$ cat config.mk
export PLATFORM = sky130hd
export DESIGN_NAME = residue_key_index_sorter_top
export DESIGN_NICKNAME = d
export VERILOG_FILES = /design/src/rtl/rkis_pkg.sv /design/src/rtl/rkis_mod.sv /design/src/rtl/residue_key_index_sorter_top.sv
export SDC_FILE = /design/constraint.sdc
export NUM_CORES = 2
export LEC_CHECK = 0
export ABC_AREA = 1
export BUFFER_PORTS_ARGS = -buffer_cell sky130_fd_sc_hd__buf_4
export CORE_UTILIZATION = 35
export CTS_CLUSTER_DIAMETER = 80
export DETAILED_ROUTE_END_ITERATION = 16
export HOLD_SLACK_MARGIN = 0.15
export PLACE_DENSITY_LB_ADDON = 0.05
export RECOVER_POWER = 50
export SLEW_MARGIN = 25
export SYNTH_ARGS = -nofsm -noshare
export SYNTH_HDL_FRONTEND = slang
export SYNTH_SLANG_ARGS = --single-unit
$ cat constraint.sdc
create_clock -name i_clk -period 5.4 [get_ports i_clk]
set_clock_uncertainty 0.05 [all_clocks]
set_input_delay 0.27 -clock i_clk [delete_from_list [all_inputs] [get_ports i_clk]]
set_output_delay 0.27 -clock i_clk [all_outputs]
set_load 0.01 [all_outputs]
$ cat src/rtl/rkis_pkg.sv
package rkis_pkg;

    // Width of the values, the divisor and the keys.
    localparam int VAL_W = 30;
    // Width of the 1-based index carried by a result.
    localparam int OUT_IDX_W = 7;

    typedef struct packed {
        logic [VAL_W-1:0] value;
        logic             batch_end;
    } t_in_req;

    typedef struct packed {
        logic [OUT_IDX_W-1:0] item_index;
        logic [VAL_W-1:0]     item_key;
        logic                 last_result;
        logic                 overflow;
    } t_out_res;

    // Handoff from the serial residue unit to the batch controller.
    typedef struct packed {
        logic             done;
        logic [VAL_W-1:0] key;
    } t_mod_res;

endpackage

$ cat src/rtl/rkis_mod.sv
// Bit-serial residue unit: restoring division, one quotient bit per cycle.
module rkis_mod
    import rkis_pkg::*;
(
    input  logic             i_clk,
    input  logic             i_rst_n,
    input  logic             i_start,
    input  logic [VAL_W-1:0] i_value,
    input  logic [VAL_W-1:0] i_div,
    output t_mod_res         o_res
);

    localparam int STEP_W = $clog2(VAL_W);

    logic              r_busy;
    logic              r_done;
    logic [STEP_W-1:0] r_step;
    logic [VAL_W-1:0]  r_q;
    logic [VAL_W-1:0]  r_rem;
    logic [VAL_W-1:0]  r_div;
    logic [VAL_W-1:0]  r_key;

    logic [VAL_W:0]   w_trial;
    logic             w_ge;
    logic [VAL_W-1:0] w_rem_n;

    // Shift the next dividend bit into the partial remainder and subtract if it fits.
    assign w_trial = {r_rem, r_q[VAL_W-1]};
    assign w_ge    = (w_trial >= {1'b0, r_div});
    assign w_rem_n = w_ge ? VAL_W'(w_trial - {1'b0, r_div}) : w_trial[VAL_W-1:0];

    always_ff @(posedge i_clk) begin
        if (!i_rst_n) begin
            r_busy <= 1'b0;
            r_done <= 1'b0;
        end else begin
            r_done <= 1'b0;
            if (i_start) begin
                if ((i_div == '0) || (i_value <= i_div)) begin
                    r_key  <= i_value;
                    r_done <= 1'b1;
                end else begin
                    r_busy <= 1'b1;
                    r_q    <= i_value;
                    r_rem  <= '0;
                    r_div  <= i_div;
                    r_step <= STEP_W'(VAL_W - 1);
                end
            end else if (r_busy) begin
                r_rem <= w_rem_n;
                r_q   <= {r_q[VAL_W-2:0], 1'b0};
                if (r_step == '0) begin
                    r_busy <= 1'b0;
                    r_done <= 1'b1;
                    r_key  <= (w_rem_n == '0) ? r_div : w_rem_n;
                end else begin
                    r_step <= r_step - STEP_W'(1);
                end
            end
        end
    end

    assign o_res.done = r_done;
    assign o_res.key  = r_key;

endmodule

$ cat src/rtl/residue_key_index_sorter_top.sv
// Residue key index sorter.
// Input channel: i_in_valid / o_in_stall with payload i_in_req (value, batch_end).
// Each accepted request turns its value into a key with the divisor register: the
// value itself when it is at most the divisor (or the divisor is zero), otherwise the
// remainder modulo the divisor, a zero remainder being replaced by the divisor.
// The remainder is formed bit-serially, so a stored request holds the input until the
// residue unit hands its key over, after stepping through every value bit when a
// remainder is needed; a request that arrives with the store full is dropped and
// marks the batch as overflowed.
// When the request flagged batch_end has been handled, the block emits one result
// per stored item on o_out_valid / i_out_stall: arrival index, key, a flag on the
// final result and the overflow flag. Order is key descending, ties by index
// ascending. Each result is found by a pass over the stored keys, and no new request
// is taken until the batch has drained.
// A stall on the output only holds the result register and pauses the sorter.
// The divisor is written through i_cfg_we / i_cfg_data; the user must do so only while
// idle, as the block does not enforce it. Synchronous reset sets the divisor to one and
// empties the batch; key memory is not cleared, as only current-batch entries are used.
module residue_key_index_sorter_top
    import rkis_pkg::*;
#(
    parameter int MAX_ITEMS = 64
)
(
    input  logic             i_clk,
    input  logic             i_rst_n,
    input  logic             i_cfg_we,
    input  logic [VAL_W-1:0] i_cfg_data,
    input  logic             i_in_valid,
    output logic             o_in_stall,
    input  t_in_req          i_in_req,
    output logic             o_out_valid,
    input  logic             i_out_stall,
    output t_out_res         o_out_res
);

    localparam int IW = (MAX_ITEMS > 1) ? $clog2(MAX_ITEMS) : 1;
    localparam int CW = $clog2(MAX_ITEMS + 1);

    // Controller states.
    localparam logic [2:0] S_IDLE = 3'd0;
    localparam logic [2:0] S_MOD  = 3'd1;
    localparam logic [2:0] S_SCAN = 3'd2;
    localparam logic [2:0] S_LAST = 3'd3;
    localparam logic [2:0] S_EMIT = 3'd4;

    logic [2:0]     r_state;
    logic [2:0]     n_state;
    logic [VAL_W-1:0] r_div;
    logic [CW-1:0]  r_count;
    logic           r_ovf;
    logic           r_end;

    // Key memory, written once per stored request and read once per cycle while sorting.
    logic [VAL_W-1:0] r_mem [MAX_ITEMS];
    logic [VAL_W-1:0] r_rd_data;

    // Selection pass state.
    logic [IW-1:0]    r_addr;
    logic [IW-1:0]    r_pidx;
    logic             r_pvld;
    logic [MAX_ITEMS-1:0] r_used;
    logic             r_bfound;
    logic [IW-1:0]    r_bidx;
    logic [VAL_W-1:0] r_bkey;
    logic [CW-1:0]    r_outs;

    logic             r_ovld;
    t_out_res         r_ores;

    logic     w_accept;
    logic     w_full;
    logic     w_start;
    t_mod_res w_mod;
    logic     w_addr_last;
    logic     w_take;
    logic     w_load;
    logic     w_last;

    assign w_accept    = i_in_valid && !o_in_stall;
    assign w_full      = (r_count >= CW'(MAX_ITEMS));
    assign w_start     = w_accept && !w_full;
    assign w_addr_last = ((CW'(r_addr) + CW'(1)) == r_count);
    // A candidate replaces the best only on a strictly larger key, which keeps
    // the lowest index among equal keys.
    assign w_take      = r_pvld && !r_used[r_pidx] && (!r_bfound || (r_rd_data > r_bkey));
    assign w_load      = (r_state == S_EMIT) && (!r_ovld || !i_out_stall);
    assign w_last      = ((r_outs + CW'(1)) == r_count);

    rkis_mod u_mod (
        .i_clk   (i_clk),
        .i_rst_n (i_rst_n),
        .i_start (w_start),
        .i_value (i_in_req.value),
        .i_div   (r_div),
        .o_res   (w_mod)
    );

    always_comb begin
        n_state = r_state;
        unique case (r_state)
            S_IDLE: begin
                if (w_accept) begin
                    if (!w_full) begin
                        n_state = S_MOD;
                    end else if (i_in_req.batch_end) begin
                        n_state = S_SCAN;
                    end
                end
            end
            S_MOD: begin
                if (w_mod.done) begin
                    n_state = r_end ? S_SCAN : S_IDLE;
                end
            end
            S_SCAN: begin
                if (w_addr_last) begin
                    n_state = S_LAST;
                end
            end
            S_LAST: begin
                n_state = S_EMIT;
            end
            S_EMIT: begin
                if (w_load) begin
                    n_state = w_last ? S_IDLE : S_SCAN;
                end
            end
            default: begin
                n_state = S_IDLE;
            end
        endcase
    end

    // Control registers.
    always_ff @(posedge i_clk) begin
        if (!i_rst_n) begin
            r_state  <= S_IDLE;
            r_div    <= VAL_W'(1);
            r_count  <= '0;
            r_ovf    <= 1'b0;
            r_pvld   <= 1'b0;
            r_bfound <= 1'b0;
            r_ovld   <= 1'b0;
            r_used   <= '0;
            r_outs   <= '0;
            r_addr   <= '0;
        end else begin
            r_state <= n_state;
            if (i_cfg_we) begin
                r_div <= i_cfg_data;
            end
            if (w_accept && w_full) begin
                r_ovf <= 1'b1;
            end
            if ((r_state == S_MOD) && w_mod.done) begin
                r_count <= r_count + CW'(1);
            end
            // Start of the output run: nothing emitted yet.
            if (((r_state == S_IDLE) || (r_state == S_MOD)) && (n_state == S_SCAN)) begin
                r_used   <= '0;
                r_outs   <= '0;
                r_addr   <= '0;
                r_bfound <= 1'b0;
                r_pvld   <= 1'b0;
            end
            if (r_state == S_SCAN) begin
                r_pvld <= 1'b1;
                r_addr <= r_addr + IW'(1);
            end else if (r_state == S_LAST) begin
                r_pvld <= 1'b0;
            end
            if (w_take) begin
                r_bfound <= 1'b1;
            end
            if (w_load) begin
                r_ovld <= 1'b1;
            end else if (o_out_valid && !i_out_stall) begin
                r_ovld <= 1'b0;
            end
            if (w_load) begin
                r_used[r_bidx] <= 1'b1;
                r_outs         <= r_outs + CW'(1);
                r_addr         <= '0;
                r_bfound       <= 1'b0;
                if (w_last) begin
                    r_count <= '0;
                    r_ovf   <= 1'b0;
                end
            end
        end
    end

    // Payload registers and key memory.
    always_ff @(posedge i_clk) begin
        if (w_accept) begin
            r_end <= i_in_req.batch_end;
        end
        if ((r_state == S_MOD) && w_mod.done) begin
            r_mem[r_count[IW-1:0]] <= w_mod.key;
        end
        r_rd_data <= r_mem[r_addr];
        r_pidx    <= r_addr;
        if (w_take) begin
            r_bidx <= r_pidx;
            r_bkey <= r_rd_data;
        end
        if (w_load) begin
            r_ores.item_index  <= OUT_IDX_W'(r_bidx) + OUT_IDX_W'(1);
            r_ores.item_key    <= r_bkey;
            r_ores.last_result <= w_last;
            r_ores.overflow    <= r_ovf;
        end
    end

    assign o_in_stall  = (r_state != S_IDLE);
    assign o_out_valid = r_ovld;
    assign o_out_res   = r_ores;

    a_count_bound : assert property (@(posedge i_clk) disable iff (!i_rst_n)
        r_count <= CW'(MAX_ITEMS))
        else $error("item count exceeds the store depth");

    a_done_in_mod : assert property (@(posedge i_clk) disable iff (!i_rst_n)
        w_mod.done |-> (r_state == S_MOD))
        else $error("residue unit finished outside the key computation state");

    a_emit_found : assert property (@(posedge i_clk) disable iff (!i_rst_n)
        (r_state == S_EMIT) |-> r_bfound)
        else $error("selection pass found no unsent item");

    a_load_from_emit : assert property (@(posedge i_clk) disable iff (!i_rst_n)
        (r_ovld && !$past(r_ovld)) |-> ($past(r_state) == S_EMIT))
        else $error("result register loaded outside the emit state");

    a_run_clears : assert property (@(posedge i_clk) disable iff (!i_rst_n)
        (w_load && w_last) |=> ((r_count == '0) && !r_ovf && (r_state == S_IDLE)))
        else $error("batch state not cleared after the final result");

endmodule
Word-level counts from Yosys, hierarchy flattened
Memory sizes are Yosys's and may differ from the RTL's. A register that Yosys moved wholly into a read port is not among the register bits.
Index checks and enable logic that the tools add are counted.
Storage, ports and cells
  register bits: 330
  memory bits (writable): 1920
  bits of input ports: 66
  output and inout port bits: 41
  word-level logic and storage cells: 148
  memories kept: 1
Memories
  r_mem: words 64, width 30, read ports 1, clocked after memory_dff 1, wr ports 1, line residue_key_index_sorter_top.sv:55  | logic [VAL_W-1:0] r_mem [MAX_ITEMS];
Cells by class
  add/sub/neg operators: 7
  order comparisons: 7
  equal/unequal tests: 10
  muxes and demuxes: 58
  bitwise operators: 3
  reduce and logical (&&, ||, !) cells: 37
Operators with widths (count)
  $mux 30: 12
  $mux 64: 3
  $or 64x64->64: 1
  $logic_not 30->1: 2
  $mux 7: 5
  $ge 31x30->1: 1
  $gt 30x30->1: 1
  $le 30x30->1: 1
  $sub 30x30->30: 1
  $mux 1: 21
  $mux 5: 4
  $mux 3: 6
  $pmux 3 s5: 1
  $add 6x1->7 const B: 2
  $add 7x1->7 const B: 2
  $eq 7x7->1: 2
  $lt 6x7->1 const B: 2
  $mux 6: 2
  $reduce_bool 2->1: 6
  $logic_and 1x1->1: 10
  $eq 3x2->1 const B: 3
  $reduce_and 4->1: 2
  $ge 7x7->1 const B: 1
  $add 6x1->6 const B: 1
  17 further kinds: 30

Depth between registers and ports, before layout
  word-level depth: 11
  gate-level depth with buffers: 24
  mapped depth without buffers: 23

By module
From an unflattened synthesis, not the netlist that was laid out.
Unflattened totals
  cells, all modules: 8036
  area, all modules: 93995.1 µm²
Modules (own cells, without submodules)
  residue_key_index_sorter_top: times used 1, cells an instance 6769, area each 84673.7 µm², seq. area each 63080.5 µm²
  rkis_mod: times used 1, cells an instance 1267, area each 9321.4 µm², seq. area each 3793.6 µm²

Least setup slack after synthesis
OpenSTA, ideal clock, no wires.
  path kind: reg2reg
  from: register r_div[9]
  to: register u_mod.r_q[0], enable pin
  setup time: 0.498 ns
  data arrival time: 4.371 ns
  data required time: 4.852 ns
  path slack: 0.481 ns
  cell stages (with the launch flop): 14
  buffers on the path: 0
  clock period less this slack: 4.919 ns
  path through: dfxtp_1 > inv_1 > ha_1 > nand2_1 > inv_1 > nand3_1 > nor3_1 > nand2_1 > o2111ai_1 > nand4_1 > nand3_1 > a21o_1 > nand2_1 > a21oi_1
On the way
  cells in the longest elaborated chain, start to end: 4
  elaborated cells on any way between the ends: 5
  those cells by class: 1 x order compare; 1 x eq/ne; 3 x reduce/logical
Ends and longest elaborated chain
  start, declared: line residue_key_index_sorter_top.sv:49  | logic [VAL_W-1:0] r_div;
  start signal, assigned: line residue_key_index_sorter_top.sv:151  | r_div <= i_cfg_data;
  $le 30x30->1 / $logic_not 30->1 (equally long branches): line rkis_mod.sv:39  | if ((i_div == '0) || (i_value <= i_div)) begin
  $logic_or 1x1->1 *: line rkis_mod.sv:39
  $ne 2x2->1 (no source line) *
  $reduce_and 3->1 (no source line) *
  end signal, assigned: line rkis_mod.sv:44  | r_q <= i_value;
  end signal, assigned: line rkis_mod.sv:51  | r_q <= {r_q[VAL_W-2:0], 1'b0};
  end, declared: line rkis_mod.sv:18  | logic [VAL_W-1:0] r_q;
Every way passes the cells marked *; elsewhere a longest branch is shown, timed or not.
A chain may end at the register's enable or synchronous reset.

==> run metrics <==
area of the die=between 200000 and 300000 µm²; Seq/Total Area, Yosys=72.1%; mean routed wirelength per cell=27.0 µm; critical path required time=slightly above 6000 ps; Layout fillers=24967; critical path, cell by cell=clkbuf_1 -> o21ai_0 -> o32ai_1 -> o21ai_0 -> o21ai_0; fin cells=approximately 12000; power per cell area=354 nW/µm²; Tcrit/Tclk final=about nine tenths; Synth Cell Area=just over 90000 µm²; gpl congestion=between 0.8 and 0.9; Initial Util=about a third; Sink Count=~2300; Min Hold Slack=~190 ps; leakage power=36.9 nW; Fmax=just over 200 MHz; HP Class=in -> reg; Synth Flop Type=edfxtp_1; grt peak-use layer=met2; global route overflow=0; WS Path Type=reg -> reg; Mean Syn Cell Area=12.0 µm²; total power=between 30 and 40 mW; worst path bufs/invs=1; CTS tree=yes; clock tree buffer depth=4; EDFF count, synth=2121; max_cap viols=40; worst setup margin=~550 ps; clock latency on the worst-skew pair=roughly 920 ps; max-slew violations=between 2000 and 2500; CP dominant cell by count=o21ai_0; first-pass GRT wire length=452000 µm; failing checks=capacitance limit, slew limit; H-tree lvl count=5; met3 global-route usage=approximately 3.2%; Seq cells post-synth=between 2000 and 2500; GR Util met2=around two fifths; normalized max-slew margin=-196%; Setup TNS=0 ps; DRC viols=0; Slowest cell on crit path=clkbuf_1; Net count, final=8178; Yosys cell types=53; Worst setup SP type=register; DRT antenna net count=0; largest net degree at the start of global routing=151; final wirelength=317000 µm; status=finished with violations; Max FO, Critical Path=42; die span in x=approximately 520 µm; CTS root buf=clkbuf_16; via density per instance=around 5.4; Worst-path clk slew=roughly 60 ps; ratio of cells with drive above 1 in the final layout=under 10%; via count=roughly 63000; placed insts=between 10000 and 15000; RSZ-0062 raised after global routing=false; initial drt markers=approximately 5800; antenna violations before repair=18; WP data arrival=between 5000 and 6000 ps; synthesized net count=slightly below 8000; Tmin final=approximately 4800 ps; GR Util met1=33.3%; Post-synth ARST share=0%; Max IR drop VDD=roughly 0.36 mV; Boundary Pins=approximately 110; Crit. End Element=register; Hold Fails Final Rpt=0; Global Route Usage Sum=around a quarter; TritonRoute pass-1 iters=8; Synth-to-Final Area Change=17.1%; Setup-failing EPs final=0; cell family with most CP delay=buffers and inverters; CTS Buf Count=between 200 and 300; Yosys warnings=0; count of input and output buffers=about 110; HPWL Detailed=~180000 µm; Worst-Margin Slew=between 4000 and 5000 ps; Core Area=263000 µm²; Gate Count Post-Synth=between 7000 and 8000; FP Rows=around 190; Die H=slightly above 500 µm; number of global-route vias before repair=61662; max incr delay on CP=2120 ps; post-CTS setup buffers=0; worst slack, placed=~1000 ps
## what timing repair did
item	CTS	global route
hold endpoints to repair	139	0
hold buffers	154	0
gates resized for setup	0	0
## stage by stage
| step | util [%] | cell area, µm² |
|---|---|---|
| floorplan | - | 92700 |
| global placement | 37.5 | 98600 |
| detailed placement | 37.6 | 98900 |
| CTS | 41.4 | 109000 |
| global route | 41.3 | 109000 |
| finish | 41.3 | 109000 |
## final timing paths
| check | startpoint | to | slack, ps | cells past startpoint |
|---|---|---|---|---|
| min reg2reg | r_rd_data[6] | r_bkey[6] | 400 | 0 |
| min | i_in_req[24] | u_mod.r_q[23] | 190 | 4 |
| max reg2reg | r_addr[3] | r_rd_data[29] | 550 | 5 |
| max | r_addr[3] | r_rd_data[29] | 550 | 5 |
## power by group
part / internal (mW) / total (mW) / leakage (nW) / switching [mW]
sequential: 19.3 / 19.4 / 20.4 / 0.0715
combinational: 0.439 / 1.41 / 12.4 / 0.971
clock: 10.5 / 17.6 / 4.12 / 7.19
total: 30.2 / 38.5 / 36.9 / 8.23
## cell usage in the layout, fill, tap and decap left out, types with 5 or more instances in the layout
cell,n
nor2_4,61
nor3_2,5
nand3b_1,17
nor4_1,15
nor3_1,23
buf_16,9
o21bai_1,8
nand2_2,5
a21oi_1,149
inv_6,7
xnor2_1,16
xor2_1,17
bufinv_16,12
clkinv_1,48
o22ai_1,524
o221ai_1,71
inv_2,10
clkinvlp_4,5
ha_1,96
clkbuf_16,289
dfxtp_1,154
buf_4,208
clkbuf_1,162
nand2_1,724
clkbuf_8,9
nand4_1,24
o211ai_1,39
o32ai_1,19
nor2_1,1390
diode_2,8
buf_12,34
nand3_1,141
dlygate4sd3_1,154
o21ai_0,1275
edfxtp_1,2121
clkinv_2,33
inv_1,277
## sequential cells by signal, indices dropped and copies added, names as in the netlist, 7 cells and up
register,flops
r_bkey,30
r_outs,7
r_used,64
u_mod.r_div,30
r_count,7
o_out_res,39
r_div,30
u_mod.r_key,30
r_mem,1920
r_rd_data,30
u_mod.r_q,30
u_mod.r_rem,30
## synthesized netlist by cell type (2+ instances only)
library cell	count	share of area [%]
edfxtp_1	2121	69
nor2_1	1450	5.9
o21ai_0	1275	6.9
nand2_1	724	2.9
o22ai_1	524	3.5
clkbuf_1	454	1.8
inv_1	283	1.1
dfxtp_1	159	3.4
a21oi_1	151	0.81
nand3_1	141	0.76
ha_1	96	1.3
o221ai_1	72	0.68
o211ai_1	39	0.32
nor3_1	27	0.15
nand4_1	24	0.16
o32ai_1	19	0.18
buf_1	18	0.073
nand3b_1	17	0.14
xor2_1	17	0.16
nor4_1	16	0.11
xnor2_1	16	0.15
buf_2	11	0.059
inv_2	9	0.036
o21bai_1	8	0.065
buf_4	7	0.057
clkinv_1	5	0.020
nand2_2	5	0.034
o311ai_0	5	0.047
and2_1	4	0.027
buf_6	4	0.049
a21o_1	3	0.024
a221oi_1	3	0.028
a211oi_1	2	0.016
nor2_2	2	0.013
nor2_4	2	0.024
o2111ai_1	2	0.019
o21a_1	2	0.016
o21ai_1	2	0.011
o31ai_1	2	0.016
or2_2	2	0.013
## tightest hold or removal path, delay by kind of cell
family | cells | cell delay (ps)
simple gates | 2 | 150
buf+inv | 2 | 630
## final cells by class
cell class	count	area, µm²	share of cell area, %
clock inverter	100	791	0.728
antenna	8	20.0	0.0184
timing repair buffer	492	4360	4.02
sequential	2280	66900	61.6
tap	3515	4400	4.05
inverter	297	1140	1.05
multi-input combinational	4665	23300	21.5
clock buffer	376	7650	7.04
## cell families (layout without fill, tap and decap cells)
logic type,after synthesis,after routing,synth area share (%)
buffers and inverters,791,1265,3.28
and+or+nand+nor,2422,2422,10.3
other,0,8,0
DFF,2280,2280,72.1
adders and majority gates,97,97,1.32
AOI/OAI and AO/OA,2113,2113,12.7
xor gates and xnor gates,33,33,0.312
## per-layer routing
metal / wire (µm) / share of wire, % / vias to the layer above
li1: - / - / 28743
met1: 145000 / 46 / 32168
met2: 148000 / 47 / 1740
met3: 16900 / 5.3 / 382
met4: 6880 / 2.2 / 2
met5: 20 / 0.0063 / -
(Power assumes the default switching activity.)
